File: config.mk
export PLATFORM = sky130hd
export DESIGN_NAME = load_cell_report_calibrator_core
export DESIGN_NICKNAME = d
export VERILOG_FILES = /design/src/hw/rtl/lcrc_pkg.sv /design/src/hw/rtl/load_cell_report_calibrator_core.sv
export SDC_FILE = /design/constraint.sdc
export NUM_CORES = 1
export LEC_CHECK = 0
export BUFFER_PORTS_ARGS = -buffer_cell sky130_fd_sc_hd__buf_2
export CAP_MARGIN = 20
export CORE_MARGIN = 4
export CORE_UTILIZATION = 25
export DETAILED_ROUTE_END_ITERATION = 8
export GPL_TIMING_DRIVEN = 0
export PLACE_DENSITY = 0.44
export SKIP_CTS_REPAIR_TIMING = 1
export SYNTH_ARGS = -nofsm -noshare
export SYNTH_HDL_FRONTEND = slang
export SYNTH_SLANG_ARGS = --single-unit
File: constraint.sdc
create_clock -name clk -period 6.5 [get_ports clk]
set_input_delay 0.975 -clock clk [delete_from_list [all_inputs] [get_ports clk]]
set_output_delay 0.975 -clock clk [all_outputs]
set_load 0.005 [all_outputs]
File: src/hw/rtl/lcrc_pkg.sv
// Shared types and constants for the load cell report calibrator.
// No dependencies; used by load_cell_report_calibrator_core.
package lcrc_pkg;

    localparam int REPORT_BYTES_DEF = 23;

    localparam logic [7:0]  HDR_INPUT   = 8'hA1;
    localparam logic [7:0]  HDR_OUTPUT  = 8'hA2;
    localparam logic [7:0]  RPT_DATA    = 8'h34;
    localparam logic [7:0]  RPT_STATUS  = 8'h20;
    localparam logic [7:0]  RPT_READ    = 8'h21;
    localparam logic [7:0]  RPT_ACK     = 8'h22;
    localparam logic [7:0]  CMD_WRITE   = 8'h16;
    localparam logic [7:0]  CMD_READ    = 8'h17;
    localparam logic [7:0]  CMD_MODE    = 8'h12;
    localparam logic [7:0]  SPACE_REG   = 8'h04;
    localparam logic [7:0]  ENC_KEY     = 8'h55;

    localparam logic [23:0] ADDR_ENC0   = 24'hA400F0;
    localparam logic [23:0] ADDR_ENC1   = 24'hA400FB;
    localparam logic [23:0] ADDR_IDENT  = 24'hA400FA;
    localparam logic [23:0] ADDR_CAL0   = 24'hA40024;
    localparam logic [23:0] ADDR_CAL1   = 24'hA40034;
    localparam logic [23:0] ADDR_TEMP   = 24'hA40060;

    localparam logic [14:0] GRAM_SPAN   = 15'd17000;
    localparam logic [17:0] WEIGHT_MAX  = 18'h3FFFF;

    localparam logic [7:0] IDENT_BYTES [8] =
        '{8'h00, 8'hFA, 8'h00, 8'h00, 8'hA4, 8'h20, 8'h04, 8'h02};

    localparam int TDATA_W = 120;

    typedef enum logic [3:0] {
        ST_IDLE,
        ST_DECIDE,
        ST_FETCH,
        ST_F17,
        ST_F34,
        ST_BRANCH,
        ST_MUL,
        ST_DIV,
        ST_STORE,
        ST_WOUT,
        ST_CEMIT
    } state_t;

    typedef enum logic [1:0] {
        CK_WRITE,
        CK_READ,
        CK_MODE
    } cmd_kind_t;

endpackage

File: src/hw/rtl/load_cell_report_calibrator_core.sv
// Load cell report calibrator: report buffer, setup sequencer and weight unit.
// Depends on lcrc_pkg.
//
// Channel  Dir  Handshake                 Payload
// s_*      in   s_tvalid/s_tready         s_tdata=rx_byte, s_tlast=rx_last
// m_*      out  m_tvalid/m_tready         m_tdata=result fields, m_tlast=tx_last,
//                                         m_tuser=out_kind
// cfg_*    in   cfg_valid/cfg_ready       cfg_data=connection_handle
//
// A non-final byte is stored in the buffer. A final byte is decoded, then
// either a command of 4, 8 or 23 words is emitted, or, for a data report,
// each load cell goes through three table fetches, one branch, one multiply,
// a 31-step restoring divide and one store (the multiply and divide are
// skipped when no divide is needed), followed by one output word.
// Reset clears the buffer fill count, setup step, calibration table and
// reference temperature. A stall on m_* holds the sequencer before each word.
module load_cell_report_calibrator_core #(
    parameter int REPORT_BYTES = lcrc_pkg::REPORT_BYTES_DEF
) (
    input  logic                        clk,
    input  logic                        rst_n,
    input  logic                        s_tvalid,
    output logic                        s_tready,
    input  logic [7:0]                  s_tdata,    // [7:0] rx_byte
    input  logic                        s_tlast,
    output logic                        m_tvalid,
    input  logic                        m_tready,
    // [7:0] tx_byte, [25:8] weight_tr, [43:26] weight_br, [61:44] weight_tl,
    // [79:62] weight_bl, [87:80] temperature, [95:88] battery,
    // [103:96] ref_temp_out, [115:104] link_id, [119:116] zero
    output logic [lcrc_pkg::TDATA_W-1:0] m_tdata,
    output logic                        m_tlast,
    output logic                        m_tuser,    // [0] out_kind
    input  logic                        cfg_valid,
    output logic                        cfg_ready,
    input  logic [11:0]                 cfg_data    // [11:0] connection_handle
);

    localparam int CW = $clog2(REPORT_BYTES + 1);
    localparam int BW = $clog2(REPORT_BYTES);

    lcrc_pkg::state_t    state_reg, state_next;
    lcrc_pkg::cmd_kind_t kind_reg, kind_next;

    logic [7:0]  buf_reg [REPORT_BYTES];
    logic [CW-1:0] cnt_reg, cnt_next;
    logic [7:0]  rbv [REPORT_BYTES];
    logic [2:0]  step_reg, step_next;
    logic [15:0] cal_reg [12];
    logic [15:0] cal_next [12];
    logic [7:0]  reft_reg, reft_next;
    logic [11:0] link_reg;

    logic [23:0] addr_reg, addr_next;
    logic [7:0]  arg_reg, arg_next;
    logic [4:0]  k_reg, k_next;
    logic [4:0]  n_last;

    logic [1:0]  ch_reg, ch_next;
    logic [15:0] v_reg, v_next, c0_reg, c0_next, c17_reg, c17_next, c34_reg, c34_next;
    logic [15:0] diff_reg, diff_next, den_reg, den_next;
    logic [14:0] base_reg, base_next;
    logic [16:0] rem_reg, rem_next;
    logic [30:0] quo_reg, quo_next;
    logic [4:0]  dcnt_reg, dcnt_next;
    logic [17:0] wgt_reg [4];
    logic [17:0] wgt_next [4];

    logic        out_valid_reg, out_valid_next, out_last_reg, out_last_next;
    logic        out_kind_reg, out_kind_next;
    logic [lcrc_pkg::TDATA_W-1:0] out_data_reg, out_data_next;

    logic        in_acc, out_free, ident_ok;
    logic [7:0]  rtype;
    logic [15:0] word_v, cal_rd;
    logic [3:0]  cal_idx;
    logic [30:0] prod;
    logic [16:0] rem_sh;
    logic [31:0] wsum;
    logic [7:0]  cmd_b;

    assign s_tready  = (state_reg == lcrc_pkg::ST_IDLE);
    assign in_acc    = s_tvalid && s_tready;
    assign cfg_ready = 1'b1;
    assign out_free  = !out_valid_reg || m_tready;
    assign m_tvalid  = out_valid_reg;
    assign m_tdata   = out_data_reg;
    assign m_tlast   = out_last_reg;
    assign m_tuser   = out_kind_reg;

    // Bytes beyond the fill count were not received this report and read as zero.
    always_comb
    begin
        for (int i = 0; i < REPORT_BYTES; i++)
        begin
            rbv[i] = (CW'(i) < cnt_reg) ? buf_reg[i] : 8'h00;
        end
    end

    assign rtype = rbv[1];

    always_comb
    begin
        ident_ok = 1'b1;
        for (int i = 0; i < 8; i++)
        begin
            if (rbv[5 + i] != lcrc_pkg::IDENT_BYTES[i])
            begin
                ident_ok = 1'b0;
            end
        end
    end

    // Count word for the current channel, big-endian at byte 4 + 2*ch.
    always_comb
    begin
        case (ch_reg)
            2'd0:    word_v = {rbv[4],  rbv[5]};
            2'd1:    word_v = {rbv[6],  rbv[7]};
            2'd2:    word_v = {rbv[8],  rbv[9]};
            default: word_v = {rbv[10], rbv[11]};
        endcase
    end

    // One calibration read port; the fetch state selects the row.
    always_comb
    begin
        case (state_reg)
            lcrc_pkg::ST_F17: cal_idx = {2'b01, ch_reg};
            lcrc_pkg::ST_F34: cal_idx = {2'b10, ch_reg};
            default:          cal_idx = {2'b00, ch_reg};
        endcase
        cal_rd = (cal_idx < 4'd12) ? cal_reg[cal_idx] : 16'h0000;
    end

    assign prod   = 31'(lcrc_pkg::GRAM_SPAN) * 31'(diff_reg);
    assign rem_sh = {rem_reg[15:0], quo_reg[30]};
    assign wsum   = 32'(base_reg) + 32'(quo_reg);

    // Command word bytes by position.
    always_comb
    begin
        cmd_b = 8'h00;
        case (kind_reg)
            lcrc_pkg::CK_WRITE:
            begin
                n_last = 5'd22;
                case (k_reg)
                    5'd0:    cmd_b = lcrc_pkg::HDR_OUTPUT;
                    5'd1:    cmd_b = lcrc_pkg::CMD_WRITE;
                    5'd2:    cmd_b = lcrc_pkg::SPACE_REG;
                    5'd3:    cmd_b = addr_reg[23:16];
                    5'd4:    cmd_b = addr_reg[15:8];
                    5'd5:    cmd_b = addr_reg[7:0];
                    5'd6:    cmd_b = 8'h01;
                    5'd7:    cmd_b = arg_reg;
                    default: cmd_b = 8'h00;
                endcase
            end
            lcrc_pkg::CK_READ:
            begin
                n_last = 5'd7;
                case (k_reg)
                    5'd0:    cmd_b = lcrc_pkg::HDR_OUTPUT;
                    5'd1:    cmd_b = lcrc_pkg::CMD_READ;
                    5'd2:    cmd_b = lcrc_pkg::SPACE_REG;
                    5'd3:    cmd_b = addr_reg[23:16];
                    5'd4:    cmd_b = addr_reg[15:8];
                    5'd5:    cmd_b = addr_reg[7:0];
                    5'd6:    cmd_b = 8'h00;
                    default: cmd_b = arg_reg;
                endcase
            end
            default:
            begin
                n_last = 5'd3;
                case (k_reg)
                    5'd0:    cmd_b = lcrc_pkg::HDR_OUTPUT;
                    5'd1:    cmd_b = lcrc_pkg::CMD_MODE;
                    5'd2:    cmd_b = 8'h00;
                    default: cmd_b = lcrc_pkg::RPT_DATA;
                endcase
            end
        endcase
    end

    // Next state.
    always_comb
    begin
        state_next = state_reg;
        case (state_reg)
            lcrc_pkg::ST_IDLE:
            begin
                if (in_acc && s_tlast)
                begin
                    state_next = lcrc_pkg::ST_DECIDE;
                end
            end
            lcrc_pkg::ST_DECIDE:
            begin
                state_next = lcrc_pkg::ST_IDLE;
                if (rbv[0] == lcrc_pkg::HDR_INPUT)
                begin
                    if (rtype == lcrc_pkg::RPT_DATA && reft_reg != 8'h00)
                    begin
                        state_next = lcrc_pkg::ST_FETCH;
                    end
                    else
                    begin
                        case (step_reg)
                            3'd0:
                            begin
                                if (rtype == lcrc_pkg::RPT_STATUS && rbv[4][1])
                                begin
                                    state_next = lcrc_pkg::ST_CEMIT;
                                end
                            end
                            3'd1, 3'd2:
                            begin
                                if (rtype == lcrc_pkg::RPT_ACK && rbv[4] == lcrc_pkg::CMD_WRITE
                                    && rbv[5] == 8'h00)
                                begin
                                    state_next = lcrc_pkg::ST_CEMIT;
                                end
                            end
                            3'd3:
                            begin
                                if (rtype == lcrc_pkg::RPT_READ && ident_ok)
                                begin
                                    state_next = lcrc_pkg::ST_CEMIT;
                                end
                            end
                            3'd4, 3'd5, 3'd6: state_next = lcrc_pkg::ST_CEMIT;
                            default:          state_next = lcrc_pkg::ST_IDLE;
                        endcase
                    end
                end
            end
            lcrc_pkg::ST_FETCH:  state_next = lcrc_pkg::ST_F17;
            lcrc_pkg::ST_F17:    state_next = lcrc_pkg::ST_F34;
            lcrc_pkg::ST_F34:    state_next = lcrc_pkg::ST_BRANCH;
            lcrc_pkg::ST_BRANCH:
            begin
                if (v_reg < c0_reg || (v_reg >= c17_reg && c34_reg <= c17_reg))
                begin
                    state_next = lcrc_pkg::ST_STORE;
                end
                else
                begin
                    state_next = lcrc_pkg::ST_MUL;
                end
            end
            lcrc_pkg::ST_MUL:    state_next = lcrc_pkg::ST_DIV;
            lcrc_pkg::ST_DIV:
            begin
                if (dcnt_reg == 5'd30)
                begin
                    state_next = lcrc_pkg::ST_STORE;
                end
            end
            lcrc_pkg::ST_STORE:
            begin
                state_next = (ch_reg == 2'd3) ? lcrc_pkg::ST_WOUT : lcrc_pkg::ST_FETCH;
            end
            lcrc_pkg::ST_WOUT:
            begin
                if (out_free)
                begin
                    state_next = lcrc_pkg::ST_IDLE;
                end
            end
            lcrc_pkg::ST_CEMIT:
            begin
                if (out_free && k_reg == n_last)
                begin
                    state_next = lcrc_pkg::ST_IDLE;
                end
            end
            default: state_next = lcrc_pkg::ST_IDLE;
        endcase
    end

    // Datapath and outputs.
    always_comb
    begin
        cnt_next  = cnt_reg;
        step_next = step_reg;
        cal_next  = cal_reg;
        reft_next = reft_reg;
        kind_next = kind_reg;
        addr_next = addr_reg;
        arg_next  = arg_reg;
        k_next    = k_reg;
        ch_next   = ch_reg;
        v_next    = v_reg;
        c0_next   = c0_reg;
        c17_next  = c17_reg;
        c34_next  = c34_reg;
        diff_next = diff_reg;
        den_next  = den_reg;
        base_next = base_reg;
        rem_next  = rem_reg;
        quo_next  = quo_reg;
        dcnt_next = dcnt_reg;
        wgt_next  = wgt_reg;
        out_valid_next = out_valid_reg && !m_tready;
        out_last_next  = out_last_reg;
        out_kind_next  = out_kind_reg;
        out_data_next  = out_data_reg;

        if (in_acc && cnt_reg < CW'(REPORT_BYTES))
        begin
            cnt_next = cnt_reg + 1'b1;
        end

        case (state_reg)
            lcrc_pkg::ST_DECIDE:
            begin
                ch_next = 2'd0;
                k_next  = 5'd0;
                if (rbv[0] == lcrc_pkg::HDR_INPUT
                    && !(rtype == lcrc_pkg::RPT_DATA && reft_reg != 8'h00))
                begin
                    case (step_reg)
                        3'd0:
                        begin
                            if (rtype == lcrc_pkg::RPT_STATUS && rbv[4][1])
                            begin
                                step_next = 3'd1;
                                kind_next = lcrc_pkg::CK_WRITE;
                                addr_next = lcrc_pkg::ADDR_ENC0;
                                arg_next  = lcrc_pkg::ENC_KEY;
                            end
                        end
                        3'd1, 3'd2:
                        begin
                            if (rtype == lcrc_pkg::RPT_ACK && rbv[4] == lcrc_pkg::CMD_WRITE)
                            begin
                                if (rbv[5] != 8'h00)
                                begin
                                    step_next = 3'd0;
                                end
                                else if (step_reg == 3'd1)
                                begin
                                    step_next = 3'd2;
                                    kind_next = lcrc_pkg::CK_WRITE;
                                    addr_next = lcrc_pkg::ADDR_ENC1;
                                    arg_next  = 8'h00;
                                end
                                else
                                begin
                                    step_next = 3'd3;
                                    kind_next = lcrc_pkg::CK_READ;
                                    addr_next = lcrc_pkg::ADDR_IDENT;
                                    arg_next  = 8'd6;
                                end
                            end
                        end
                        3'd3:
                        begin
                            if (rtype == lcrc_pkg::RPT_READ)
                            begin
                                if (ident_ok)
                                begin
                                    step_next = 3'd4;
                                    kind_next = lcrc_pkg::CK_READ;
                                    addr_next = lcrc_pkg::ADDR_CAL0;
                                    arg_next  = 8'd16;
                                end
                                else
                                begin
                                    step_next = 3'd0;
                                end
                            end
                        end
                        3'd4:
                        begin
                            for (int i = 0; i < 8; i++)
                            begin
                                cal_next[i] = {rbv[7 + 2 * i], rbv[8 + 2 * i]};
                            end
                            step_next = 3'd5;
                            kind_next = lcrc_pkg::CK_READ;
                            addr_next = lcrc_pkg::ADDR_CAL1;
                            arg_next  = 8'd8;
                        end
                        3'd5:
                        begin
                            for (int i = 0; i < 4; i++)
                            begin
                                cal_next[8 + i] = {rbv[7 + 2 * i], rbv[8 + 2 * i]};
                            end
                            step_next = 3'd6;
                            kind_next = lcrc_pkg::CK_READ;
                            addr_next = lcrc_pkg::ADDR_TEMP;
                            arg_next  = 8'd2;
                        end
                        3'd6:
                        begin
                            reft_next = rbv[7];
                            step_next = 3'd0;
                            kind_next = lcrc_pkg::CK_MODE;
                        end
                        default: step_next = 3'd0;
                    endcase
                end
            end
            lcrc_pkg::ST_FETCH:
            begin
                v_next  = word_v;
                c0_next = cal_rd;
            end
            lcrc_pkg::ST_F17: c17_next = cal_rd;
            lcrc_pkg::ST_F34: c34_next = cal_rd;
            lcrc_pkg::ST_BRANCH:
            begin
                quo_next  = 31'd0;
                base_next = 15'd0;
                if (v_reg < c0_reg)
                begin
                    base_next = 15'd0;
                end
                else if (v_reg < c17_reg)
                begin
                    diff_next = v_reg - c0_reg;
                    den_next  = c17_reg - c0_reg;
                end
                else
                begin
                    base_next = lcrc_pkg::GRAM_SPAN;
                    diff_next = v_reg - c17_reg;
                    den_next  = c34_reg - c17_reg;
                end
            end
            lcrc_pkg::ST_MUL:
            begin
                quo_next  = prod;
                rem_next  = 17'd0;
                dcnt_next = 5'd0;
            end
            lcrc_pkg::ST_DIV:
            begin
                // One restoring divide step per cycle.
                if (rem_sh >= {1'b0, den_reg})
                begin
                    rem_next = rem_sh - {1'b0, den_reg};
                    quo_next = {quo_reg[29:0], 1'b1};
                end
                else
                begin
                    rem_next = rem_sh;
                    quo_next = {quo_reg[29:0], 1'b0};
                end
                dcnt_next = dcnt_reg + 1'b1;
            end
            lcrc_pkg::ST_STORE:
            begin
                wgt_next[ch_reg] = (wsum > 32'(lcrc_pkg::WEIGHT_MAX))
                                   ? lcrc_pkg::WEIGHT_MAX : wsum[17:0];
                ch_next = ch_reg + 1'b1;
            end
            lcrc_pkg::ST_WOUT:
            begin
                if (out_free)
                begin
                    out_valid_next = 1'b1;
                    out_last_next  = 1'b1;
                    out_kind_next  = 1'b0;
                    out_data_next  = {4'h0, link_reg, reft_reg, rbv[14], rbv[12],
                                      wgt_reg[3], wgt_reg[2], wgt_reg[1], wgt_reg[0], 8'h00};
                end
            end
            lcrc_pkg::ST_CEMIT:
            begin
                if (out_free)
                begin
                    out_valid_next = 1'b1;
                    out_last_next  = (k_reg == n_last);
                    out_kind_next  = 1'b1;
                    out_data_next  = {4'h0, link_reg, 96'h0, cmd_b};
                    k_next         = k_reg + 1'b1;
                end
            end
            default: ;
        endcase

        // Clear the buffer fill count at the end of every report.
        if (state_reg != lcrc_pkg::ST_IDLE && state_next == lcrc_pkg::ST_IDLE)
        begin
            cnt_next = '0;
        end
    end

    always_ff @(posedge clk or negedge rst_n)
    begin
        if (!rst_n)
        begin
            state_reg     <= lcrc_pkg::ST_IDLE;
            cnt_reg       <= '0;
            step_reg      <= 3'd0;
            reft_reg      <= 8'h00;
            link_reg      <= 12'h000;
            out_valid_reg <= 1'b0;
            for (int i = 0; i < 12; i++)
            begin
                cal_reg[i] <= 16'h0000;
            end
        end
        else
        begin
            state_reg     <= state_next;
            cnt_reg       <= cnt_next;
            step_reg      <= step_next;
            reft_reg      <= reft_next;
            out_valid_reg <= out_valid_next;
            cal_reg       <= cal_next;
            if (cfg_valid && cfg_ready)
            begin
                link_reg <= cfg_data;
            end
        end
    end

    always_ff @(posedge clk)
    begin
        if (in_acc && cnt_reg < CW'(REPORT_BYTES))
        begin
            buf_reg[cnt_reg[BW-1:0]] <= s_tdata;
        end
        kind_reg     <= kind_next;
        addr_reg     <= addr_next;
        arg_reg      <= arg_next;
        k_reg        <= k_next;
        ch_reg       <= ch_next;
        v_reg        <= v_next;
        c0_reg       <= c0_next;
        c17_reg      <= c17_next;
        c34_reg      <= c34_next;
        diff_reg     <= diff_next;
        den_reg      <= den_next;
        base_reg     <= base_next;
        rem_reg      <= rem_next;
        quo_reg      <= quo_next;
        dcnt_reg     <= dcnt_next;
        wgt_reg      <= wgt_next;
        out_last_reg <= out_last_next;
        out_kind_reg <= out_kind_next;
        out_data_reg <= out_data_next;
    end

endmodule
# [Yosys cells after proc, flatten, opt, wreduce, memory -nomap -nowiden]
# Memory sizes are Yosys's and may differ from the RTL's.
# Index checks and enable logic that the tools add are counted.
[word_totals] output_inout_bits=125 ram_bits=184 elab_cells=296 register_bits=623 memories=1 inputBits=26
[classes] n_reduce_logical=52 eq_ne=47 muxes=110 add_sub_neg=10 bitwise=3 n_lt_le_gt_ge=32 n_mul=1
[memory_table] name="buf_reg" words=23 word_bits=8 rd=21 rd_clocked_by_memory_dff=0 write_ports=1 line="load_cell_report_calibrator_core.sv:45" source="logic [7:0] buf_reg [REPORT_BYTES];"
[ops] cell="120-bit 2-to-1 mux" n=2
[ops] cell="120-bit one-hot mux with 2 select lines" n=1
[ops] cell="8-bit 2-to-1 mux" n=26
[ops] cell="24-bit 2-to-1 mux" n=5
[ops] cell="24-bit one-hot mux with 5 select lines" n=1
[ops] cell="16-bit 2-to-1 mux" n=6
[ops] cell="31-bit one-hot mux with 3 select lines" n=1
[ops] cell="16-bit subtractor" n=5
[ops] cell="72-bit bitwise mux" n=1
[ops] cell="16-bit binary-select mux with 4-bit select" n=1
[ops] cell="8-bit one-hot mux with 8 select lines" n=1
[ops] cell="8-bit one-hot mux with 7 select lines" n=1
[ops] cell="16-bit one-hot mux with 3 select lines" n=1
[ops] cell="4-bit 2-to-1 mux" n=11
[ops] cell="4-bit one-hot mux with 11 select lines" n=1
[ops] cell="4-bit by 5-bit less-than comparator with 1-bit output, first input constant" n=8
[ops] cell="8-bit one-hot mux with 5 select lines" n=1
[ops] cell="18-bit demux with 2-bit select" n=1
[ops] cell="18-bit 2-to-1 mux" n=2
[ops] cell="5-bit less-than comparator, first input constant" n=7
[ops] cell="15-bit by 31-bit adder with 32-bit output" n=1
[ops] cell="8-bit by 6-bit equality test with 1-bit output, second input constant" n=4
[ops] cell="32-bit by 18-bit greater-than comparator with 1-bit output, second input constant" n=1
[ops] cell="16-bit less-than comparator" n=2
[ops] cell="71 further kinds" n=164

# [Logic depth before layout (Yosys ltp)]
# Gate-level depths: netlist of the first run.
[logic_depth] ltp_word=20 ltp_mapped=17 mapped_depth_nobuf=17

# [Worst setup path before layout of the first run]
# OpenSTA, ideal clock, no wires.
[synth_timing] kind="input -> register" startpoint="in m_tready" endpoint="reg out_data_reg, in the netlist m_tdata[0], enable pin" required_time_ns=5.903 stages=2 arrival_time_ns=5.966 path_slack_ns=-0.062 setup_time_ns=0.597 n_path_buf=0 path_cell_list="nor2b_1 nor2_1"
[synth_between] elab_chain_cells=3 word_cells_on_any_way=4 classes_between="2 x eq/ne; 2 x reduce/logical"
[synth_rtl] item="start, declared" line="load_cell_report_calibrator_core.sv:27" source="input logic m_tready,"
[synth_rtl] item="1-bit logical OR *" line="load_cell_report_calibrator_core.sv:85" source="assign out_free = !out_valid_reg || m_tready;"
[synth_rtl] item="2-bit != test (no source line)"
[synth_rtl] item="3-bit AND reduction (no source line) *"
[synth_rtl] item="end signal, assigned" line="load_cell_report_calibrator_core.sv:548" source="out_data_reg <= out_data_next;"
[synth_rtl] item="end, declared" line="load_cell_report_calibrator_core.sv:71" source="logic [lcrc_pkg::TDATA_W-1:0] out_data_reg, out_data_next;"
# Every way passes the cells marked *; elsewhere a longest branch is shown, timed or not.
# A chain may end at the register's enable or synchronous reset.

# [Worst setup path after layout of the first run]
[layout_timing] startpoint="reg diff_reg[3]" endpoint="reg quo_reg[22] (data pin)"
[layout_between] elab_chain_cells=2
[layout_rtl] item="start, declared" line="load_cell_report_calibrator_core.sv:61" source="logic [15:0] diff_reg, diff_next, den_reg, den_next;"
[layout_rtl] item="start signal, assigned" line="load_cell_report_calibrator_core.sv:539" source="diff_reg <= diff_next;"
[layout_rtl] item="12-bit by 16-bit multiplier with 28-bit output" line="load_cell_report_calibrator_core.sv:136" source="assign prod = 31'(lcrc_pkg::GRAM_SPAN) * 31'(diff_reg);"
[layout_rtl] item="31-bit one-hot mux with 3 select lines" line="load_cell_report_calibrator_core.sv:316" source="case (state_reg)"
[layout_rtl] item="end signal, assigned" line="load_cell_report_calibrator_core.sv:543" source="quo_reg <= quo_next;"
[layout_rtl] item="end, declared" line="load_cell_report_calibrator_core.sv:64" source="logic [30:0] quo_reg, quo_next;"
# No other way between the ends.

==> results of run 1 <==
==> power by group <==
part           internal, W  total (W)  switching [W]
combinational     0.000104   0.000431       0.000327
clock              0.00291    0.00494        0.00202
sequential         0.00517    0.00520      0.0000313
total              0.00818     0.0106        0.00238
==> metrics by stage <==
step | instances | hold WS (ns) | setup slack [ns]
after floorplan | 3067 | 0.421 | 1.83
after global placement | 5129 | 0.424 | -0.126
after detailed placement | 5143 | 0.431 | 1.62
after CTS | 5295 | 0.148 | 1.60
after global routing | 5297 | 0.174 | 1.29
final | 5299 | 0.187 | 1.59
==> layer usage <==
metal  global-route usage, %  part of all wire [%]  wire (µm)
met1                    20.5                    46      52600
met2                    23.7                    46      52400
met3                    2.21                   4.3       4900
met5                       0                     0          0
met4                    4.28                   2.9       3250
==> worst max-delay path, stage by stage (launching register included) <==
cell	delay, ns
edfxtp_1	0.55
ha_1	0.37
ha_1	0.29
ha_1	0.27
inv_1	0.06
fa_1	0.54
inv_1	0.04
ha_1	0.23
fa_1	0.44
a211o_1	0.31
a21oi_1	0.16
o21bai_1	0.17
a211o_1	0.32
a21oi_1	0.23
o21bai_1	0.09
a21oi_1	0.18
xor2_1	0.27
o21ai_0	0.12
==> cell usage in the layout, fill, tap and decap left out, types with 12 or more instances in the layout <==
cell       instances
a211oi_1          12
a21o_1            37
a21oi_1          127
a221o_1           17
a31oi_1           13
and2_1            95
and3_1            33
buf_2            160
clkbuf_1         125
clkbuf_16         86
dfrtp_1          225
edfxtp_1         527
fa_1              38
ha_1             186
inv_1            140
mux2_2            13
mux2i_1           37
mux4_2            48
nand2_1          475
nand2b_1          26
nand3_1           39
nand4_1           16
nor2_1           143
nor2b_1           28
nor3_1            43
nor4_1            22
o21a_1            20
o21ai_0          295
o31ai_1           13
or2_2             12
or3_1             13
xnor2_1           50
xor2_1            48
==> layout make-up <==
class / instances / area (µm²)
multi-input combinational: 2037 / 14000
inverter: 140 / 526
buffer: 138 / 569
fill: 15000 / 103000
clock buffer: 119 / 2380
clock inverter: 33 / 435
sequential: 752 / 21500
antenna: 2 / 5.00
timing repair buffer: 161 / 1070
tap: 1917 / 2400
==> worst max-delay path by stage <==
stage                 from           to  slack, ns  cells after the start
2_1_floorplan    c0_reg[0]   den_reg[0]       1.83                     10
3_5_place_dp   diff_reg[3]  quo_reg[22]       1.62                     17
6_report       diff_reg[3]  quo_reg[22]       1.59                     17
3_3_place_gp         rst_n  link_reg[4]      -0.13                      1
4_1_cts        diff_reg[3]  quo_reg[22]       1.60                     17
5_1_grt        diff_reg[3]  quo_reg[22]       1.29                     17
==> cells by family after synthesis <==
logic type      Yosys count
xor+xnor                 98
flops                   752
compound gates          636
other cells               2
buf+inv                 278
fa+ha+maj               224
mux                      98
simple gates            976
==> impl_metrics.py, run 1 <==
metrics = {
    "status": {
        "outcome": "finished, final reports clean",
    },
    "synth": {
        "yosysTopAreaCellShare_pct": 43.3,
        "dominantRegCellSynth": "edfxtp_1",
        "synth_top_family_by_area": "simple AND/OR/NAND/NOR gates",
        "biggest_area_consumer_among_synthesized_cells": "edfxtp_1",
        "synthesis.area_mm2": 0.0365,
        "synthesized_area_fraction_occupied_by_and_or_nand_nor_cells_pct": 12.4,
        "synth-seq-cells": 752,
        "yosys.area_share.xor_xnor_pct": 2.35,
        "fraction_of_the_mapped_netlist_area_in_adder_cells_pct": 8.45,
        "synth.lib_cells_used.distinct": 89,
        "postSynth.asyncResetShare_pct": 29.9,
        "synth_most_common_cell": "edfxtp_1",
        "ys_seq_area_share_pct": 58.7,
        "multiplexer_share_of_the_synthesized_area_pct": 4.37,
        "number_of_synthesized_flops_with_an_enable_pin": 527,
        "yosys_warnings": 0,
        "synthesis.instances": 3064,
        "synth_compound_gate_area_share_pct": 10.7,
        "postSynthAreaPerCell_um2": 11.9,
        "synthTopCellsByArea": "edfxtp_1 (43%), dfrtp_1 (15%), ha_1 (6.4%)",
        "yosys-top-cells-count": "edfxtp_1 (527), nand2_1 (475), o21ai_0 (295)",
    },
    "worst_setup_path": {
        "worstSetupStartpointType": "flip-flop",
        "cp_max_fo": 5,
        "worst-endpoint-required_ns": 6.90,
        "worst_r2r_startpoint": "diff_reg[3]",
        "crit_path_end_kind": "flip-flop",
        "ff2ff_path_depth": 17,
        "worstPathArrival_ns": 5.31,
        "r2r_setup_slack_ns": 1.59,
        "timing.setup.critical_path_class": "flip-flop to flip-flop",
        "worst_reg2reg_endpoint": "quo_reg[22]",
    },
    "sta": {
        "hold_viol_final": 0,
        "max_freq_ghz": 0.204,
        "report.final.slew_viol_count": 0,
        "tightestPinTransition_ns": 1.07,
        "slew_headroom_pct": 28.6,
        "fin_worst_skew_ns": 0.0343,
        "fin_crit_ns": 4.91,
        "grt_setup_unrepaired": "false",
        "final_min_period_over_clock_period_pct": 75.5,
        "timing.setup.tns_ns": 0,
        "setup_viol_count_final": 0,
    },
    "floorplan": {
        "width_of_the_die_um": 390,
        "die_h_um": 390,
        "core_footprint_mm2": 0.145,
        "die-area_mm2": 0.152,
        "initial_core_util_pct": 25.1,
        "num_io_pins": 151,
        "num_rows": 140,
    },
    "detailed_routing": {
        "drc": 0,
        "postRouteAntennaNets": 0,
        "drt_first_pass_iters": 8,
        "route.final.wire_length_mm": 113,
        "detailroute.via_count": 24500,
        "drt-initial-drc-count": 1811,
        "routedWlPerCell_um": 21.3,
        "routed_via_density": 4.63,
    },
    "global_routing": {
        "global_route.usage.total_pct": 14.7,
        "globalRouteOverflowTotal": 0,
        "number_of_antenna_violations_at_the_first_check_in_global_routing": 6,
        "first_global_vias": 24500,
        "first_pass_grt_wire_length_mm": 167,
        "grt_max_degree": 99,
    },
    "clocking": {
        "total_number_of_h_tree_levels": 3,
        "path_clk_slew_ns": 0.06,
        "cts_tree": "yes",
        "worstSkewPairLatency_ns": 0.68,
        "cts-root-to-sink-buffers": 3,
        "cts.sink_count": 752,
        "numCtsBuffers": 84,
        "root_driver": "clkbuf_16",
    },
    "final_layout": {
        "largest_reg_flops": 192,
        "stdcell_area_mm2": 0.0429,
        "area_growth_syn_to_layout_pct": 17.3,
        "drive_gt1_share_pct": 11.9,
        "final_core_utilization_pct": 29.5,
        "nets": 3564,
    },
    "power_and_ir_drop": {
        "static-leakage-power_nw": 16.5,
        "pwr_density_cell_mw_per_mm2": 246,
        "power.total_w": 0.0106,
        "worst_ir_drop_vdd_uv": 168,
    },
    "placed_design": {
        "port-buffer-count": 145,
        "place_area_mm2": 0.0400,
        "globalplace.congestion": 0.858,
        "hpwlAfterDp_mm": 84.7,
    },
    "worst_hold_path": {
        "hold_path_class": "input port to async pin",
    },
    "run": {
        "drv_cap": 0,
    },
}
Power figures use the tool's default switching activity.
==> run 2, diff against run 1 <==
- PLACE_DENSITY: 0.44 -> 0.43
- clock period: 6.5 -> 5 ns (I/O delays scaled with it)
==> run 2 against run 1 <==
  * Clock skew is 0.0024 ns lower
  * Sequential cell count stayed put
  * Via count is 0.15% lower
  * Power is 30% higher
  * Combinational power is 33% higher
  * First-iteration DRC count is 9.7% lower
  * Routed wire length is 1.1% higher
  * Largest power group unchanged
  * Register-to-register slack worse by 1.3 ns
  * Highest routed layer is now met5
==> impl_metrics.py, run 2 (synthesis results as in run 1) <==
metrics = {
    "clocking": {
        "cts_tree": "yes",
        "cts-root-to-sink-buffers": 3,
        "cts.sink_count": 752,
        "numCtsBuffers": 84,
        "root_driver": "clkbuf_16",
        "total_number_of_h_tree_levels": 3,
        "path_clk_slew_ns": 0.06,
        "worstSkewPairLatency_ns": 0.70,
    },
    "worst_setup_path": {
        "crit_family": "adder cells",
        "crit_path_end_kind": "flip-flop",
        "crit_path_max_incr_delay_ns": 0.53,
        "worstSetupStartpointType": "flip-flop",
        "worst_path_slowest_cell": "fa_1",
        "critPathBufInv": 2,
        "critical_path.cell_chain": "ha_1, ha_1, fa_1, inv_1, fa_1, inv_1, ha_1, o21ai_0, o21a_1, o21ai_0, nand3_1, a21oi_1, nor2_1, a21oi_1, mux2_2, nand2_1",
        "timing.setup.critical_path_class": "flip-flop to flip-flop",
        "cp_max_fo": 5,
        "worst-endpoint-required_ns": 5.56,
        "worstPathArrival_ns": 5.24,
        "path_common_cell": "ha_1",
    },
    "sta": {
        "hold_viol_final": 0,
        "tightestPinTransition_ns": 1.05,
        "max_freq_ghz": 0.214,
        "grt_setup_unrepaired": "false",
        "final_min_period_over_clock_period_pct": 93.6,
        "report.final.slew_viol_count": 0,
        "timing.setup.tns_ns": 0,
        "fin_worst_skew_ns": 0.0318,
        "hold_slack_ns": 0.285,
        "slew_headroom_pct": 30.0,
        "fin_crit_ns": 4.68,
        "setup_viol_count_final": 0,
    },
    "detailed_routing": {
        "route.final.wire_length_mm": 114,
        "detailroute.via_count": 24500,
        "drt-initial-drc-count": 1635,
        "drc": 0,
        "routedWlPerCell_um": 21.5,
        "postRouteAntennaNets": 0,
        "routed_via_density": 4.61,
        "drt_first_pass_iters": 7,
    },
    "final_layout": {
        "commonest_non_fill_non_tap_cell_in_the_layout": "edfxtp_1",
        "drive_gt1_share_pct": 12.4,
        "final_core_utilization_pct": 29.6,
        "n_fill_cell": 15100,
        "instances_no_fill": 5311,
        "layout_common_cells": "edfxtp_1 (527), nand2_1 (475), o21ai_0 (295), dfrtp_1 (225), ha_1 (186)",
        "nets": 3571,
        "largest_reg_flops": 192,
        "area_growth_syn_to_layout_pct": 17.6,
    },
    "placed_design": {
        "port-buffer-count": 145,
        "globalplace.congestion": 0.861,
        "hpwlAfterDp_mm": 84.9,
        "dp.cells": 5143,
    },
    "global_routing": {
        "global_route.usage.total_pct": 14.9,
        "first_pass_grt_wire_length_mm": 168,
        "globalRouteOverflowTotal": 0,
        "grt_max_degree": 110,
        "number_of_antenna_violations_at_the_first_check_in_global_routing": 12,
        "first_global_vias": 24700,
    },
    "floorplan": {
        "core_footprint_mm2": 0.145,
        "die_h_um": 390,
        "die-area_mm2": 0.152,
        "num_rows": 140,
        "initial_core_util_pct": 25.1,
        "num_io_pins": 151,
        "width_of_the_die_um": 390,
    },
    "run": {
        "drv_cap": 0,
    },
    "power_and_ir_drop": {
        "static-leakage-power_nw": 16.6,
        "power_switching_share_pct": 23.5,
        "netSwitchingPower_w": 0.00323,
        "worst_ir_drop_vdd_uv": 222,
        "combinationalPowerShare_pct": 4.2,
        "cellInternalPower_w": 0.0105,
        "clockPowerShare_pct": 46.8,
        "pwr_density_cell_mw_per_mm2": 321,
        "seq_power_share_pct": 49.0,
    },
    "status": {
        "outcome": "finished, final reports clean",
    },
    "worst_hold_path": {
        "hold_path_class": "input port to flip-flop",
    },
}
## run 2: cell types whose count changed in the layout (fill, tap and decap cells not counted), sizes merged
cell         previous run  this run
clkinvlp                1         5
dlygate4sd3             0         1
bufinv                  9         8
clkinv                 20        36
inv                   143       144
buf                   193       198
clkbuf                225       212
diode                   2         1
## run 2: per-stage QoR
stage,power [W],instance area [µm²],worst slack (ns)
final,0.0138,43000,0.319
after global routing,0.0142,43000,0.0182
after CTS,0.0139,42800,0.149
after detailed placement,0.00745,40000,0.137
after global placement,0.00745,39700,-1.62
after floorplan,0.00715,36600,0.332
## run 2: layout make-up
class / count / area (µm²) / share of cell area, %
Clock buffer: 105 / 2270 / 5.29
Tap cell: 1917 / 2400 / 5.58
Multi-Input combinational cell: 2037 / 14000 / 32.7
Inverter: 140 / 526 / 1.22
Antenna cell: 1 / 2.50 / 0.00582
Clock inverter: 53 / 597 / 1.39
Sequential cell: 752 / 21500 / 49.9
Buffer: 138 / 569 / 1.32
Timing Repair Buffer: 168 / 1100 / 2.57
## run 2: power groups by stage
stage / Combinational, W / Clock, W / Sequential (W)
global route: 0.000623 / 0.00686 / 0.00676
finish: 0.000573 / 0.00645 / 0.00676
floorplan: 0.000281 / 0 / 0.00687
CTS: 0.000574 / 0.00661 / 0.00676
global placement: 0.000562 / 0 / 0.00688
detailed placement: 0.000571 / 0 / 0.00688
## run 2: path summary, 6_finish.rpt
kind	startpoint	to	slack, ns	cells after the start
max	diff_reg[5]	quo_reg[29]	0.32	16
min	cfg_data[11]	link_reg[11]	0.29	2
max reg2reg	diff_reg[5]	quo_reg[29]	0.32	16
min reg2reg	link_reg[9]	m_tdata[113]	0.44	0
max in group asynchronous	rst_n	cal_reg[160]	3.11	4
min in group asynchronous	rst_n	cal_reg[124]	0.56	2
## run 2: layer usage
metal	wire length [µm]	part of all wire, %	GRT usage [%]	vias up
li1	-	-	-	11600
met2	52400	46	23.7	548
met5	8	0.0070	0	-
met4	3680	3.2	4.90	2
met1	52400	46	20.4	12200
met3	5890	5.1	2.80	173
## run 2: worst register-to-register path, cell delays in order, from the launching register on
cell and delay (ns):
edfxtp_1 0.50, ha_1 0.34, ha_1 0.31, fa_1 0.49, inv_1 0.06, fa_1 0.53
inv_1 0.04, ha_1 0.36, o21ai_0 0.14, o21a_1 0.23, o21ai_0 0.46, nand3_1 0.17
a21oi_1 0.19, nor2_1 0.10, a21oi_1 0.23, mux2_2 0.36, nand2_1 0.06
==> run 3, diff against run 2 <==
- clock period: 5 -> 5.7 ns (I/O delays scaled with it)
==> run 3 against run 2 <==
  * Clock skew rose by 0.00081 ns
  * Routed wire length barely moved
  * Via count is 0.16% higher
  * Design area down 0.12%
  * Critical path depth grew 1
  * Register-to-register slack gained 0.51 ns
  * Die area unchanged
  * Sequential power is 12% lower
  * Non-clock buffer count is 5 lower
  * Worst setup slack better by 0.51 ns
  * Final cell count about the same
  * Largest cell class unchanged
  * Highest routed layer unchanged
==> impl_metrics.py, run 3 (synthesis results as in run 1) <==
metrics = {
    "status": {
        "outcome": "finished, final reports clean",
    },
    "global_routing": {
        "globalRouteOverflowTotal": 0,
        "grt.met1_usage_pct": 20.4,
        "global_route.usage.total_pct": 14.9,
        "grt_busiest_layer": "met2",
        "first_pass_grt_wire_length_mm": 168,
        "number_of_antenna_violations_at_the_first_check_in_global_routing": 12,
        "globalRouteMet3Util_pct": 2.80,
        "grt_max_degree": 110,
        "grtUsageMet2_pct": 23.7,
        "first_global_vias": 24700,
    },
    "clocking": {
        "root_driver": "clkbuf_16",
        "cts-root-to-sink-buffers": 3,
        "numCtsBuffers": 84,
        "total_number_of_h_tree_levels": 3,
        "cts_tree": "yes",
        "cts.sink_count": 752,
        "worstSkewPairLatency_ns": 0.69,
        "path_clk_slew_ns": 0.06,
    },
    "power_and_ir_drop": {
        "combinationalPowerShare_pct": 4.2,
        "clockPowerShare_pct": 46.8,
        "seq_power_share_pct": 49.0,
        "cellInternalPower_w": 0.00925,
        "pwr_density_cell_mw_per_mm2": 282,
        "power_switching_share_pct": 23.5,
        "static-leakage-power_nw": 16.5,
        "power.total_w": 0.0121,
        "netSwitchingPower_w": 0.00283,
        "worst_ir_drop_vdd_uv": 194,
    },
    "sta": {
        "hold_slack_ns": 0.0718,
        "slew_headroom_pct": 30.1,
        "grt_setup_unrepaired": "false",
        "final_min_period_over_clock_period_pct": 85.4,
        "fin_worst_skew_ns": 0.0327,
        "tightestPinTransition_ns": 1.05,
        "hold_viol_final": 0,
        "max_freq_ghz": 0.205,
        "setup_viol_count_final": 0,
        "report.final.slew_viol_count": 0,
        "fin_crit_ns": 4.87,
        "timing.setup.tns_ns": 0,
    },
    "worst_setup_path": {
        "ff2ff_path_depth": 17,
        "end_of_the_critical_path": "quo_reg[22]",
        "worstPathArrival_ns": 5.29,
        "worst_reg2reg_endpoint": "quo_reg[22]",
        "worst-endpoint-required_ns": 6.12,
        "timing.setup.critical_path_class": "flip-flop to flip-flop",
        "crit_path_end_kind": "flip-flop",
        "cp_max_fo": 5,
        "worstSetupStartpointType": "flip-flop",
        "critPathLaunch": "diff_reg[3]",
        "r2r_setup_slack_ns": 0.83,
        "worst_r2r_startpoint": "diff_reg[3]",
    },
    "floorplan": {
        "num_rows": 140,
        "die-area_mm2": 0.152,
        "width_of_the_die_um": 390,
        "num_io_pins": 151,
        "initial_core_util_pct": 25.1,
        "core_footprint_mm2": 0.145,
        "die_h_um": 390,
    },
    "final_layout": {
        "commonest_non_fill_non_tap_cell_in_the_layout": "edfxtp_1",
        "largest_reg_flops": 192,
        "nets": 3566,
        "n_fill_cell": 15100,
        "area_growth_syn_to_layout_pct": 17.4,
        "stdcell_area_mm2": 0.0429,
        "layout_common_cells": "edfxtp_1 (527), nand2_1 (475), o21ai_0 (295), dfrtp_1 (225), ha_1 (186)",
        "drive_gt1_share_pct": 12.2,
    },
    "detailed_routing": {
        "postRouteAntennaNets": 0,
        "routed_via_density": 4.62,
        "detailroute.via_count": 24500,
        "drt-initial-drc-count": 1707,
        "route.final.wire_length_mm": 114,
        "drt_first_pass_iters": 5,
        "drc": 0,
        "routedWlPerCell_um": 21.6,
    },
    "placed_design": {
        "globalplace.congestion": 0.861,
        "port-buffer-count": 145,
        "hpwlAfterDp_mm": 84.9,
        "place_area_mm2": 0.0400,
    },
    "worst_hold_path": {
        "hold_path_class": "input port to async pin",
    },
    "run": {
        "drv_cap": 0,
    },
}
-- run 3: power by group through the flow --
stage	Clock (W)	Sequential (W)	Combinational, W
after detailed placement	0	0.00604	0.000501
after global placement	0	0.00604	0.000493
after floorplan	0	0.00602	0.000247
after CTS	0.00580	0.00593	0.000504
after global routing	0.00602	0.00593	0.000546
final	0.00565	0.00593	0.000503
-- run 3: critical path, cell delays in order (launching register included) --
cell	delay, ns
edfxtp_1	0.54
ha_1	0.37
ha_1	0.30
ha_1	0.27
inv_1	0.05
fa_1	0.53
inv_1	0.04
ha_1	0.23
fa_1	0.44
a211o_1	0.32
a21oi_1	0.15
o21bai_1	0.18
a211o_1	0.32
a21oi_1	0.23
o21bai_1	0.09
a21oi_1	0.17
xor2_1	0.27
o21ai_0	0.11
-- run 3: per-stage QoR --
stage / worst slack [ns] / instances / utilization [%]
floorplan: 1.03 / 3067 / -
global placement: -1.03 / 5129 / 27.3
detailed placement: 0.837 / 5143 / 27.5
CTS: 0.849 / 5301 / 29.5
global route: 0.531 / 5305 / 29.5
finish: 0.831 / 5306 / 29.5
-- run 3: worst min-delay path by stage --
stage | startpoint | slack [ns] | to
floorplan | link_reg[0] | 0.42 | m_tdata[104]
global placement | link_reg[3] | 0.42 | m_tdata[107]
detailed placement | link_reg[4] | 0.43 | m_tdata[108]
CTS | rst_n | 0.03 | link_reg[5]
global route | rst_n | 0.06 | state_reg[3]
finish | rst_n | 0.07 | cal_reg[123]
-- run 3: area by class of cell --
type                    instances  area [µm²]  area share, %
flip-flops and latches        752       21500           50.0
repair buffers                163        1060           2.48
plain buffers                 138         569           1.33
well taps                    1917        2400           5.59
diodes                          1        2.50        0.00583
clock inverters                53         597           1.39
multi-input cells            2037       14000           32.7
clock buffers                 105        2270           5.29
inverters                     140         526           1.22
-- run 3: per-layer routing --
layer | wire length (µm) | part of all wire [%] | vias to the layer above
met5 | 8 | 0.0070 | -
met4 | 3690 | 3.2 | 2
met3 | 5950 | 5.2 | 175
met2 | 52300 | 46 | 555
met1 | 52400 | 46 | 12200
li1 | - | - | 11600
